--- config.mk ---
export PLATFORM = sky130hd
export DESIGN_NAME = swmm_cell
export DESIGN_NICKNAME = d
export VERILOG_FILES = /design/src/hdl/swmm_pkg.sv /design/src/hdl/swmm_cell.sv
export SDC_FILE = /design/constraint.sdc
export NUM_CORES = 1
export LEC_CHECK = 0
export ABC_AREA = 1
export BUFFER_PORTS_ARGS = -buffer_cell sky130_fd_sc_hd__buf_2
export CORE_ASPECT_RATIO = 0.7
export CORE_MARGIN = 4
export CORE_UTILIZATION = 50
export CTS_CLUSTER_SIZE = 10
export DETAILED_ROUTE_END_ITERATION = 8
export PLACE_DENSITY_LB_ADDON = 0.3
export SYNTH_ARGS = -nofsm -noshare
export SYNTH_HDL_FRONTEND = slang
export SYNTH_SLANG_ARGS = --single-unit
--- constraint.sdc ---
create_clock -name clk -period 5.4 [get_ports clk]
set_input_delay 0.27 -clock clk [delete_from_list [all_inputs] [get_ports clk]]
set_output_delay 0.27 -clock clk [all_outputs]
set_load 0.05 [all_outputs]
--- src/hdl/swmm_pkg.sv ---
// ----------------------------------------------------------------------------
// swmm_pkg
// types and constants shared by the sliding window min / max filter
// ----------------------------------------------------------------------------
`default_nettype none

package swmm_pkg;

	localparam int SAMPLE_W = 32;
	localparam int CFG_W    = 7;

	localparam logic [CFG_W-1:0] CFG_RESET = 7'd1;

	typedef logic signed [SAMPLE_W-1:0] sample_t;
	typedef logic [CFG_W-1:0]           cfg_t;

	// partial min / max travelling down the cell chain
	typedef struct packed {
		logic    valid;
		sample_t lo;
		sample_t hi;
	} token_t;

	// control broadcast to every cell
	typedef struct packed {
		logic shift;
		logic step;
		logic flush;
	} cell_ctl_t;

endpackage

`default_nettype wire

--- src/hdl/swmm_cell.sv ---
// ----------------------------------------------------------------------------
// swmm_cell
// one chain cell: holds one sample and folds it into a passing min / max token
// ----------------------------------------------------------------------------
`default_nettype none

module swmm_cell
	import swmm_pkg::*;
(
	input  wire logic      clk,
	input  wire logic      arst_n,
	input  wire cell_ctl_t ctl,
	input  wire sample_t   d_in,
	output sample_t        d_out,
	input  wire token_t    tok_in,
	output token_t         tok_out
);

	sample_t d_q;
	sample_t val;
	logic    tok_valid_q;
	sample_t tok_lo_q;
	sample_t tok_hi_q;

	// value this cell holds after the edge
	assign val = ctl.shift ? d_in : d_q;

	always_ff @(posedge clk) begin
		if (ctl.shift) begin
			d_q <= d_in;
		end
		if (ctl.step) begin
			tok_lo_q <= (tok_in.lo < val) ? tok_in.lo : val;
			tok_hi_q <= (tok_in.hi > val) ? tok_in.hi : val;
		end
	end

	always_ff @(posedge clk or negedge arst_n) begin
		if (!arst_n) begin
			tok_valid_q <= 1'b0;
		end else if (ctl.flush) begin
			tok_valid_q <= 1'b0;
		end else if (ctl.step) begin
			tok_valid_q <= tok_in.valid;
		end
	end

	assign d_out   = d_q;
	assign tok_out = '{valid: tok_valid_q, lo: tok_lo_q, hi: tok_hi_q};

endmodule

`default_nettype wire

==> metrics.yaml, run 1 <==
nets: 969
fmax_ghz: 0.240
r2r_cells: 12
start_kind: "primary input"
startpoint: "ctl[2]"
r2r_end: "tok_hi_q[7]"
portBuffers: 198
timing.final.crit_period_ns: 4.17
clk_latency_ns: 0.34
grt_usage: 0.258
ys_warn_count: 0
cp_max_fo: 33
finalSetupViolCount: 0
combPwrFrac: 0.355
seqPwrFrac: 0.354
tightest_slew_ns: 1.13
leakage_uw: 0.00364
yosysSeqAreaShare: 0.450
synth.avg_cell_area_um2: 9.29
cp.arrival_ns: 4.25
dp_hpwl_um: 12300
reg2reg_from: "d_out[25]"
ys_seq_elements: 97
maxCapViolCount: 0
syn-cell-area_mm2: 0.00575
viasPerCell: 5.49
vias: 5282
sw_frac_of_total: 0.383
syn_to_final_growth_pct: 24.2
drt_iter0_drc: 451
mostFrequentLayoutCell: "buf_2"
place_congestion: 0.878
final_cell_mix: "198 x buf_2, 139 x nand2_1, 74 x nand3_1"
wirelength_um: 17300
dieArea_mm2: 0.0133
ir_worst_vdd_mv: 0.168
cts_tree: "done"
n_antenna_cell: 0
rows: 32
finalHoldViolCount: 0
fin_crit_sh: 0.771
overflow: 0
coreArea_mm2: 0.0111
grt_start_max_net_pins: 67
p_int_uw: 1660
clk_pin_slew_ns: 0.07
dieHeight_um: 97.7
clock_skew_ns: 0.00612
p_total_uw: 2700
grt_first_pass_wirelength_um: 27000
drt_first_pass_iters: 4
clockPowerShare: 0.291
drive_gt1_frac: 0.357
hp-class: "primary input to register"
cts_made_buffers: 9
slew_viol_final: 0
rrSetupSlack_ns: 1.82
start_util: 0.517
ios: 199
fill_cells: 971
die-width_um: 136
antenna_found_initial: 0
outcome: "complete, no violations"
clockRootBuffer: "clkbuf_16"
crit_end: "tok_hi_q[7]"
cts_max_level: 3
yosys.cell_types.count: 32
clock_sinks: 97
switching_power_uw: 1030
netlist_instances: 619
crit_path_end_kind: "register"
drtAntennaViolNets: 0
grt_pass1_vias: 5414
clock_path_buffers: 2
powerDensity_mw_per_mm2: 378
crit_required_ns: 5.49
final.setup.tns_ns: 0
remaining_drc_errors: 0
syn_nets: 784
rsz0062_at_grt: "no"
wl_per_cell_um: 18.0
path_class: "primary input to register"
relSlewSlack: 0.248
flip-flops by register name (all words and copies together) (netlist names):
signal       flops
tok_lo_q        32
tok_hi_q        32
tok_valid_q      1
d_out           32
cell type report:
class	instances	area (µm²)	share of cell area
Multi-Input combinational cell	442	2780	0.389
Timing Repair Buffer	202	1020	0.143
Inverter	52	195	0.0273
Clock inverter	7	143	0.0200
Tap cell	153	191	0.0268
Sequential cell	97	2590	0.362
Clock buffer	9	225	0.0315
logic make-up after synthesis:
logic type	share of synthesized area
AOI/OAI and AO/OA	0.0725
DFF	0.450
and+or+nand+nor	0.273
buffers and inverters	0.0674
adders and majority gates	0.137
how the worst min path moves through the flow:
stage,to,startpoint,depth (start not counted)
after global routing,tok_valid_q,ctl[0],2
after global placement,tok_valid_q,arst_n,1
after CTS,tok_valid_q,ctl[0],2
after floorplan,tok_valid_q,arst_n,0
final,tok_valid_q,ctl[0],2
after detailed placement,tok_valid_q,arst_n,1
metrics by stage:
stage	worst slack [ns]	instance area [µm²]	util	hold slack (ns)	std cells
floorplan	2.85	5750	-	-0.0256	619
global placement	1.14	6760	0.608	0.0456	945
detailed placement	0.977	6760	0.608	0.0466	945
CTS	1.33	7140	0.642	0.0748	962
global route	0.936	7140	0.642	0.0703	962
finish	1.23	7140	0.642	0.0855	962
Yosys cell counts:
master | instances | area share
o211ai_1 | 3 | 0.0039
buf_6 | 4 | 0.0078
and2_1 | 1 | 0.0011
nand3b_1 | 2 | 0.0026
a211oi_1 | 3 | 0.0039
dfxtp_1 | 32 | 0.11
nor4_2 | 1 | 0.0022
nand4_1 | 6 | 0.0065
nor3_1 | 2 | 0.0017
a21oi_1 | 31 | 0.027
clkbuf_4 | 1 | 0.0013
nand3_1 | 74 | 0.064
edfxtp_1 | 64 | 0.33
ha_1 | 63 | 0.14
buf_8 | 2 | 0.0052
inv_2 | 2 | 0.0013
or2_2 | 31 | 0.034
clkbuf_1 | 8 | 0.0052
nand2_1 | 139 | 0.091
inv_1 | 50 | 0.033
o21a_1 | 1 | 0.0013
dfrtp_1 | 1 | 0.0044
nor4_4 | 1 | 0.0037
buf_4 | 6 | 0.0078
buf_2 | 7 | 0.0061
nand3_2 | 29 | 0.050
a21oi_2 | 1 | 0.0015
nor2_1 | 7 | 0.0046
nand4_2 | 1 | 0.0022
nand2_2 | 3 | 0.0033
o21ai_0 | 40 | 0.035
nand2_4 | 3 | 0.0059
layer usage:
| metal | wire (µm) | track usage |
|---|---|---|
| met1 | 7090 | 0.349 |
| met2 | 8100 | 0.415 |
| met3 | 1860 | 0.0569 |
| met4 | 257 | 0.0759 |
| met5 | 0 | 0 |
power groups by stage:
stage / logic [µW] / clock network, µW / registers (µW)
floorplan: 379 / 0 / 1300
global placement: 931 / 0 / 966
detailed placement: 953 / 0 / 969
CTS: 959 / 793 / 955
global route: 1040 / 827 / 962
finish: 958 / 784 / 954
critical path, stage by stage:
cell	delay, ns
buf_2	0.08
buf_4	0.34
inv_2	0.34
or2_2	0.37
o21ai_0	0.18
ha_1	0.35
a21oi_1	0.15
o21ai_0	0.14
nand2_1	0.10
o211ai_1	0.08
a21oi_1	0.19
nand3b_1	0.14
nand2_2	0.54
nand2_2	0.64
nand2_1	0.23
nand2_1	0.07
timing repair:
item / in CTS / in global routing
buffers inserted: 0 / 0
endpoints found under the hold margin: 1 / 0
gates resized for setup: 0 / 0
hold buffers: 1 / 0
No activity file was read; power rests on OpenSTA's default activity.
==> run 2, diff against run 1 <==
clock period = 3.9 ns   (was 5.4 ns; I/O delays follow)
==> run 2 against run 1 <==
  * Count of clock-buffer cells in the layout grew 2
  * Non-clock buffer count up 4
  * Via count is 0.47% lower
  * Critical path type unchanged
==> metrics.yaml, run 2 (synthesized netlist as in run 1, its figures left out) <==
outcome: "complete, no violations"
clk_latency_ns: 0.34  # about the same
powerDensity_mw_per_mm2: 505  # +34%
antenna_found_initial: 0  # unchanged
top_layer: "met4"
fin_crit_sh: 0.782
drt_first_pass_iters: 7  # +3
clock_path_buffers: 2  # unchanged
nets: 973  # +0.41%
grt_start_max_net_pins: 40  # -40%
n_antenna_cell: 0  # unchanged
finalHoldViolCount: 0  # unchanged
crit_path_end_kind: "register"
p_total_uw: 3600  # +34%
final.setup.tns_ns: 0  # unchanged
vias: 5257  # -0.47%
hp-start: "tok_in[64]"
finalSetupViolCount: 0  # unchanged
fmax_ghz: 0.328
cp_max_fo: 32  # -3.0%
timing.final.crit_period_ns: 3.05
slew_viol_final: 0  # unchanged
reg2reg_from: "d_out[21]"
coreArea_mm2: 0.0111  # unchanged
grt_usage: 0.252  # -0.00591
hp-class: "primary input to register"
clockRootBuffer: "clkbuf_16"
switching_power_uw: 1420  # +37%
ios: 199  # unchanged
cp.arrival_ns: 3.15  # -1.10 ns
combPwrFrac: 0.370  # +0.015
p_int_uw: 2180  # +31%
cts_resized: 0  # unchanged
min_to: "tok_valid_q"
clockPowerShare: 0.264  # -0.027
dieArea_mm2: 0.0133  # unchanged
postLayoutCoreUtil: 0.641  # -0.000674
dp_hpwl_um: 12300  # +0.28%
cts_made_buffers: 9  # unchanged
wl_per_cell_um: 17.5  # -2.8%
start_util: 0.517  # unchanged
holdBufCountCts: 2  # +1
remaining_drc_errors: 0  # unchanged
overflow: 0  # unchanged
crit_required_ns: 4.00  # -1.49 ns
leakage_uw: 0.00362  # -0.39%
drt_iter0_drc: 436  # -3.3%
viasPerCell: 5.44  # -0.89%
maxCapViolCount: 0  # unchanged
r2r_cells: 11  # -1
fill_cells: 957  # -1.4%
syn_to_final_growth_pct: 24.0
r2r_end: "tok_lo_q[30]"
dieHeight_um: 97.7  # unchanged
start_kind: "primary input"
rrSetupSlack_ns: 0.95  # -0.87 ns
seqPwrFrac: 0.366  # +0.012
wirelength_um: 16900  # -2.4%
cts_max_level: 3  # unchanged
postCtsSetupBuffers: 0  # unchanged
final_cell_mix: "198 x buf_2, 139 x nand2_1, 74 x nand3_1"
ir_worst_vdd_mv: 0.241  # +44%
clk_pin_slew_ns: 0.07  # about the same
holdPathStages: 3  # +1
tightest_slew_ns: 0.756  # -0.372 ns
portBuffers: 198  # unchanged
relSlewSlack: 0.495  # +0.247
clock_skew_ns: 0.00810  # +0.00198 ns
sw_frac_of_total: 0.394  # +0.0111
clock_sinks: 97  # unchanged
die-width_um: 136  # unchanged
rows: 32  # unchanged
dr_wl_met3_um: 1780  # -4.5%
grt_pass1_vias: 5267  # -2.7%
path_class: "primary input to register"
met1Wirelength_um: 7060  # -0.37%
place_congestion: 0.857  # -2.3%
drive_gt1_frac: 0.357  # -0.000528
grt_first_pass_wirelength_um: 26400  # -2.3%
cts_tree: "done"
wl_met2_um: 7750  # -4.4%
rsz0062_at_grt: "no"
drtAntennaViolNets: 0  # unchanged
mostFrequentLayoutCell: "buf_2"
run 2: layout make-up:
class                           instances  area (µm²)  area share
Tap cell                              153         191      0.0268
Clock inverter                          5        82.6      0.0116
Inverter                               52         195      0.0274
Sequential cell                        97        2590       0.363
Clock buffer                           11         233      0.0326
Multi-Input combinational cell        442        2780       0.389
Timing Repair Buffer                  206        1070       0.150
run 2: power groups by stage:
stage	Sequential, µW	Clock [µW]	Combinational (µW)
final	1320	950	1330
after global routing	1330	1010	1440
after CTS	1320	968	1330
after detailed placement	1340	0	1330
after global placement	1340	0	1300
after floorplan	1810	0	525
run 2: routing by layer:
layer	track usage	up-vias
met3	0.0595	31
met1	0.346	2416
met2	0.396	304
li1	-	2506
met5	0	-
met4	0.0767	0
run 2: critical path: stages:
cell,delay [ns]
buf_2,0.11
inv_2,0.40
or2_2,0.20
o21ai_0,0.21
ha_1,0.39
nand4_1,0.17
nor3_1,0.29
nand2_1,0.10
nand2_1,0.08
nand2_1,0.07
nand2_1,0.07
nand2_1,0.06
nand2_2,0.07
nand2_2,0.44
nand2_1,0.20
nand2_1,0.08
run 2: worst max-delay path by stage:
stage / endpoint / start / cells after the start
after floorplan: tok_lo_q[22] / d_out[31] / 14
after global placement: tok_lo_q[26] / ctl[2] / 14
after detailed placement: tok_lo_q[31] / ctl[2] / 14
after CTS: tok_lo_q[31] / ctl[2] / 14
after global routing: tok_hi_q[20] / ctl[2] / 16
final: tok_hi_q[23] / ctl[2] / 16
run 2: per-stage QoR:
stage	worst slack, ns	cells	hold slack, ns	instance area [µm²]
floorplan	1.35	619	-0.101	5750
global placement	0.621	948	-0.0293	6800
detailed placement	0.494	948	-0.0291	6800
CTS	0.874	966	0.0727	7130
global route	0.559	966	0.0940	7130
finish	0.849	966	0.0921	7130
==> run 3, diff against run 2 <==
ABC_AREA = 0   (was 1)
clock period = 2.9 ns   (was 3.9 ns; I/O delays follow)
==> run 3 against run 2 <==
  * Setup slack got worse by 1.0 ns
  * Core utilization increased by 12 points
  * Combinational power increased by 72%
  * Area after synthesis increased by 2.0%
  * The run now ends with negative setup slack left
  * Critical path type is now register to register
  * Register-to-register slack got worse by 1.1 ns
  * Non-clock buffer count increased by 67
  * Synthesized cell count decreased by 23%
  * Critical path depth decreased by 5
==> metrics.yaml, run 3 <==
outcome: "complete, but fails checks"
violations: "negative setup slack"
fill_cells: 749  # -22%
timing.final.crit_period_ns: 3.05
netlist_instances: 475  # -23%
rows: 32  # unchanged
powerDensity_mw_per_mm2: 635  # +26%
synth_common_cells: "97 x mux2i_1, 64 x edfxtp_1, 63 x ha_1"
cp_max_fo: 5  # -84%
drive_gt1_frac: 0.563  # +0.206
start_util: 0.521  # +0.00449
syn_nets: 640  # -18%
clock_sinks: 97  # unchanged
n_antenna_cell: 0  # unchanged
leakage_uw: 0.00419  # +16%
cts_max_level: 3  # unchanged
yosys.area.top_type_share: 0.328  # -0.00642
yosys.cell_types.count: 39  # +22%
hp-class: "primary input to register"
crit_required_ns: 2.98  # -1.02 ns
antenna_found_initial: 0  # unchanged
ys_warn_count: 0  # unchanged
ir_worst_vdd_mv: 0.348  # +45%
finalSetupViolCount: 55  # +55
wirelength_um: 18700  # +11%
viasPerCell: 5.58  # +2.5%
ys_top_cells_by_area: "edfxtp_1 33%, mux2i_1 17%, ha_1 13%"
clock_path_buffers: 2  # unchanged
tightest_slew_ns: 0.774  # +0.0188 ns
vias: 5016  # -4.6%
yosys_most_used_dff: "edfxtp_1"
clockRootBuffer: "clkbuf_16"
clock_skew_ns: 0.0104  # +0.00227 ns
coreArea_mm2: 0.0113  # +1.1%
crit_path_end_kind: "register"
clk_latency_ns: 0.35  # about the same
drt_first_pass_iters: 4  # -3
dieArea_mm2: 0.0136  # +1.8%
relSlewSlack: 0.484  # -0.0107
async_flop_share: 0.0103  # unchanged
cts_tree: "done"
slew_viol_final: 0  # unchanged
dieHeight_um: 98.6  # +0.90%
final_cell_mix: "198 x buf_2, 93 x mux2i_1, 64 x edfxtp_1"
path_class: "register to register"
synth.avg_cell_area_um2: 12.3  # +33%
maxCapViolCount: 0  # unchanged
yosysTopAreaCell: "edfxtp_1"
cp.arrival_ns: 3.13  # -0.02 ns
grt_pass1_vias: 5226  # -0.78%
postLayoutCoreUtil: 0.759  # +0.118
ios: 199  # unchanged
place_congestion: 0.962  # +12%
mostFrequentLayoutCell: "buf_2"
remaining_drc_errors: 0  # unchanged
ys_seq_elements: 97  # unchanged
finalHoldViolCount: 0  # unchanged
fmax_ghz: 0.328
wl_per_cell_um: 20.8  # +19%
grt_usage: 0.264  # +0.0123
syn_to_final_growth_pct: 45.6
drt_iter0_drc: 231  # -47%
portBuffers: 198  # unchanged
cts_made_buffers: 9  # unchanged
die-width_um: 137  # +0.92%
rsz0062_at_grt: "yes"
syn-cell-area_mm2: 0.00586  # +2.0%
synth_most_common_cell: "mux2i_1"
dp_hpwl_um: 13400  # +8.8%
overflow: 0  # unchanged
layout_setup_ws_ns: -0.150  # -0.999 ns
start_kind: "register"
drtAntennaViolNets: 0  # unchanged
holdWs_ns: 0.0542  # -0.0380 ns
nets: 906  # -6.9%
yosysSeqAreaShare: 0.441  # -0.00864
fin_crit_sh: 1.05
grt_start_max_net_pins: 38  # -5.0%
clk_pin_slew_ns: 0.07  # about the same
grt_first_pass_wirelength_um: 27800  # +5.0%
synth_edf_count: 64  # unchanged
run 3: changes by cell type after synthesis, sizes merged, moves of 8 or more:
cell and delta:
a21oi -8, inv -18, mux2 +64, mux2i +97
nand2 -127, nand3 -100, o21ai -31, or2 -31
run 3: metrics by stage:
stage / setup TNS (ns) / setup slack (ns) / cell area (µm²) / instances / power, µW
final: -3.87 / -0.150 / 8540 / 899 / 5420
after global routing: -11.16 / -0.249 / 8540 / 899 / 5650
after CTS: -4.47 / -0.119 / 8290 / 893 / 5250
after detailed placement: -22.21 / -0.415 / 7730 / 872 / 3780
after global placement: -18.16 / -0.359 / 7730 / 872 / 3720
after floorplan: -1.67 / -0.0558 / 6130 / 475 / 3150
run 3: path summary, 6_finish.rpt:
check	start	endpoint	slack [ns]	depth (start not counted)
setup / recovery	d_out[27]	tok_lo_q[18]	-0.15	11
hold / removal	tok_in[64]	tok_valid_q	0.05	3
setup reg to reg	d_out[27]	tok_lo_q[18]	-0.15	11
hold reg to reg	tok_valid_q	tok_valid_q	0.53	2
max in group asynchronous	arst_n	tok_valid_q	2.70	2
min in group asynchronous	arst_n	tok_valid_q	0.11	2
run 3: metal layers:
| layer | vias to the layer above | global-route usage | routed length [µm] |
|---|---|---|---|
| li1 | 2319 | - | - |
| met1 | 2465 | 0.361 | 8290 |
| met2 | 208 | 0.421 | 8670 |
| met3 | 24 | 0.0633 | 1470 |
| met4 | 0 | 0.0690 | 263 |
| met5 | - | 0 | 0 |
run 3: layout make-up:
class                   instances  area [µm²]  share of cell area
clock buffers                  11         233              0.0273
clock inverters                 5         103              0.0120
inverters                      34         143              0.0167
multi-input cells             326        3450               0.404
flip-flops and latches         97        2660               0.312
well taps                     153         191              0.0224
repair buffers                273        1760               0.206
run 3: report_power, final:
group / switching [µW] / internal [µW] / leakage (µW)
sequential: 61.0 / 1700 / 0.000916
clock: 528 / 845 / 0.000162
combinational: 1380 / 914 / 0.00312
run 3: worst max-delay path: stages, from the launching register on:
cell	delay [ns]
dfxtp_4	0.34
mux2_4	0.29
inv_4	0.07
ha_4	0.13
nand4_1	0.19
or4_4	0.53
or4_4	0.44
o22ai_4	0.22
nor3_4	0.11
clkbuf_16	0.19
mux2i_1	0.18
mux2i_1	0.10
run 3: kinds of logic after synthesis:
group                    synth area share
flip-flops                          0.441
AO/OA/AOI/OAI                      0.0523
buffers and inverters              0.0397
multiplexers                        0.289
adder cells (fa/ha/maj)             0.134
AND/OR/NAND/NOR                    0.0437
run 3: timing repair:
item,4_1_cts,5_1_grt
pin swaps,6,5
setup buffers,1,5
endpoints found under the setup margin,64,64
hold buffers,2,0
cloned,2,2
endpoints found under the hold margin,2,0
gates resized for setup,25,53
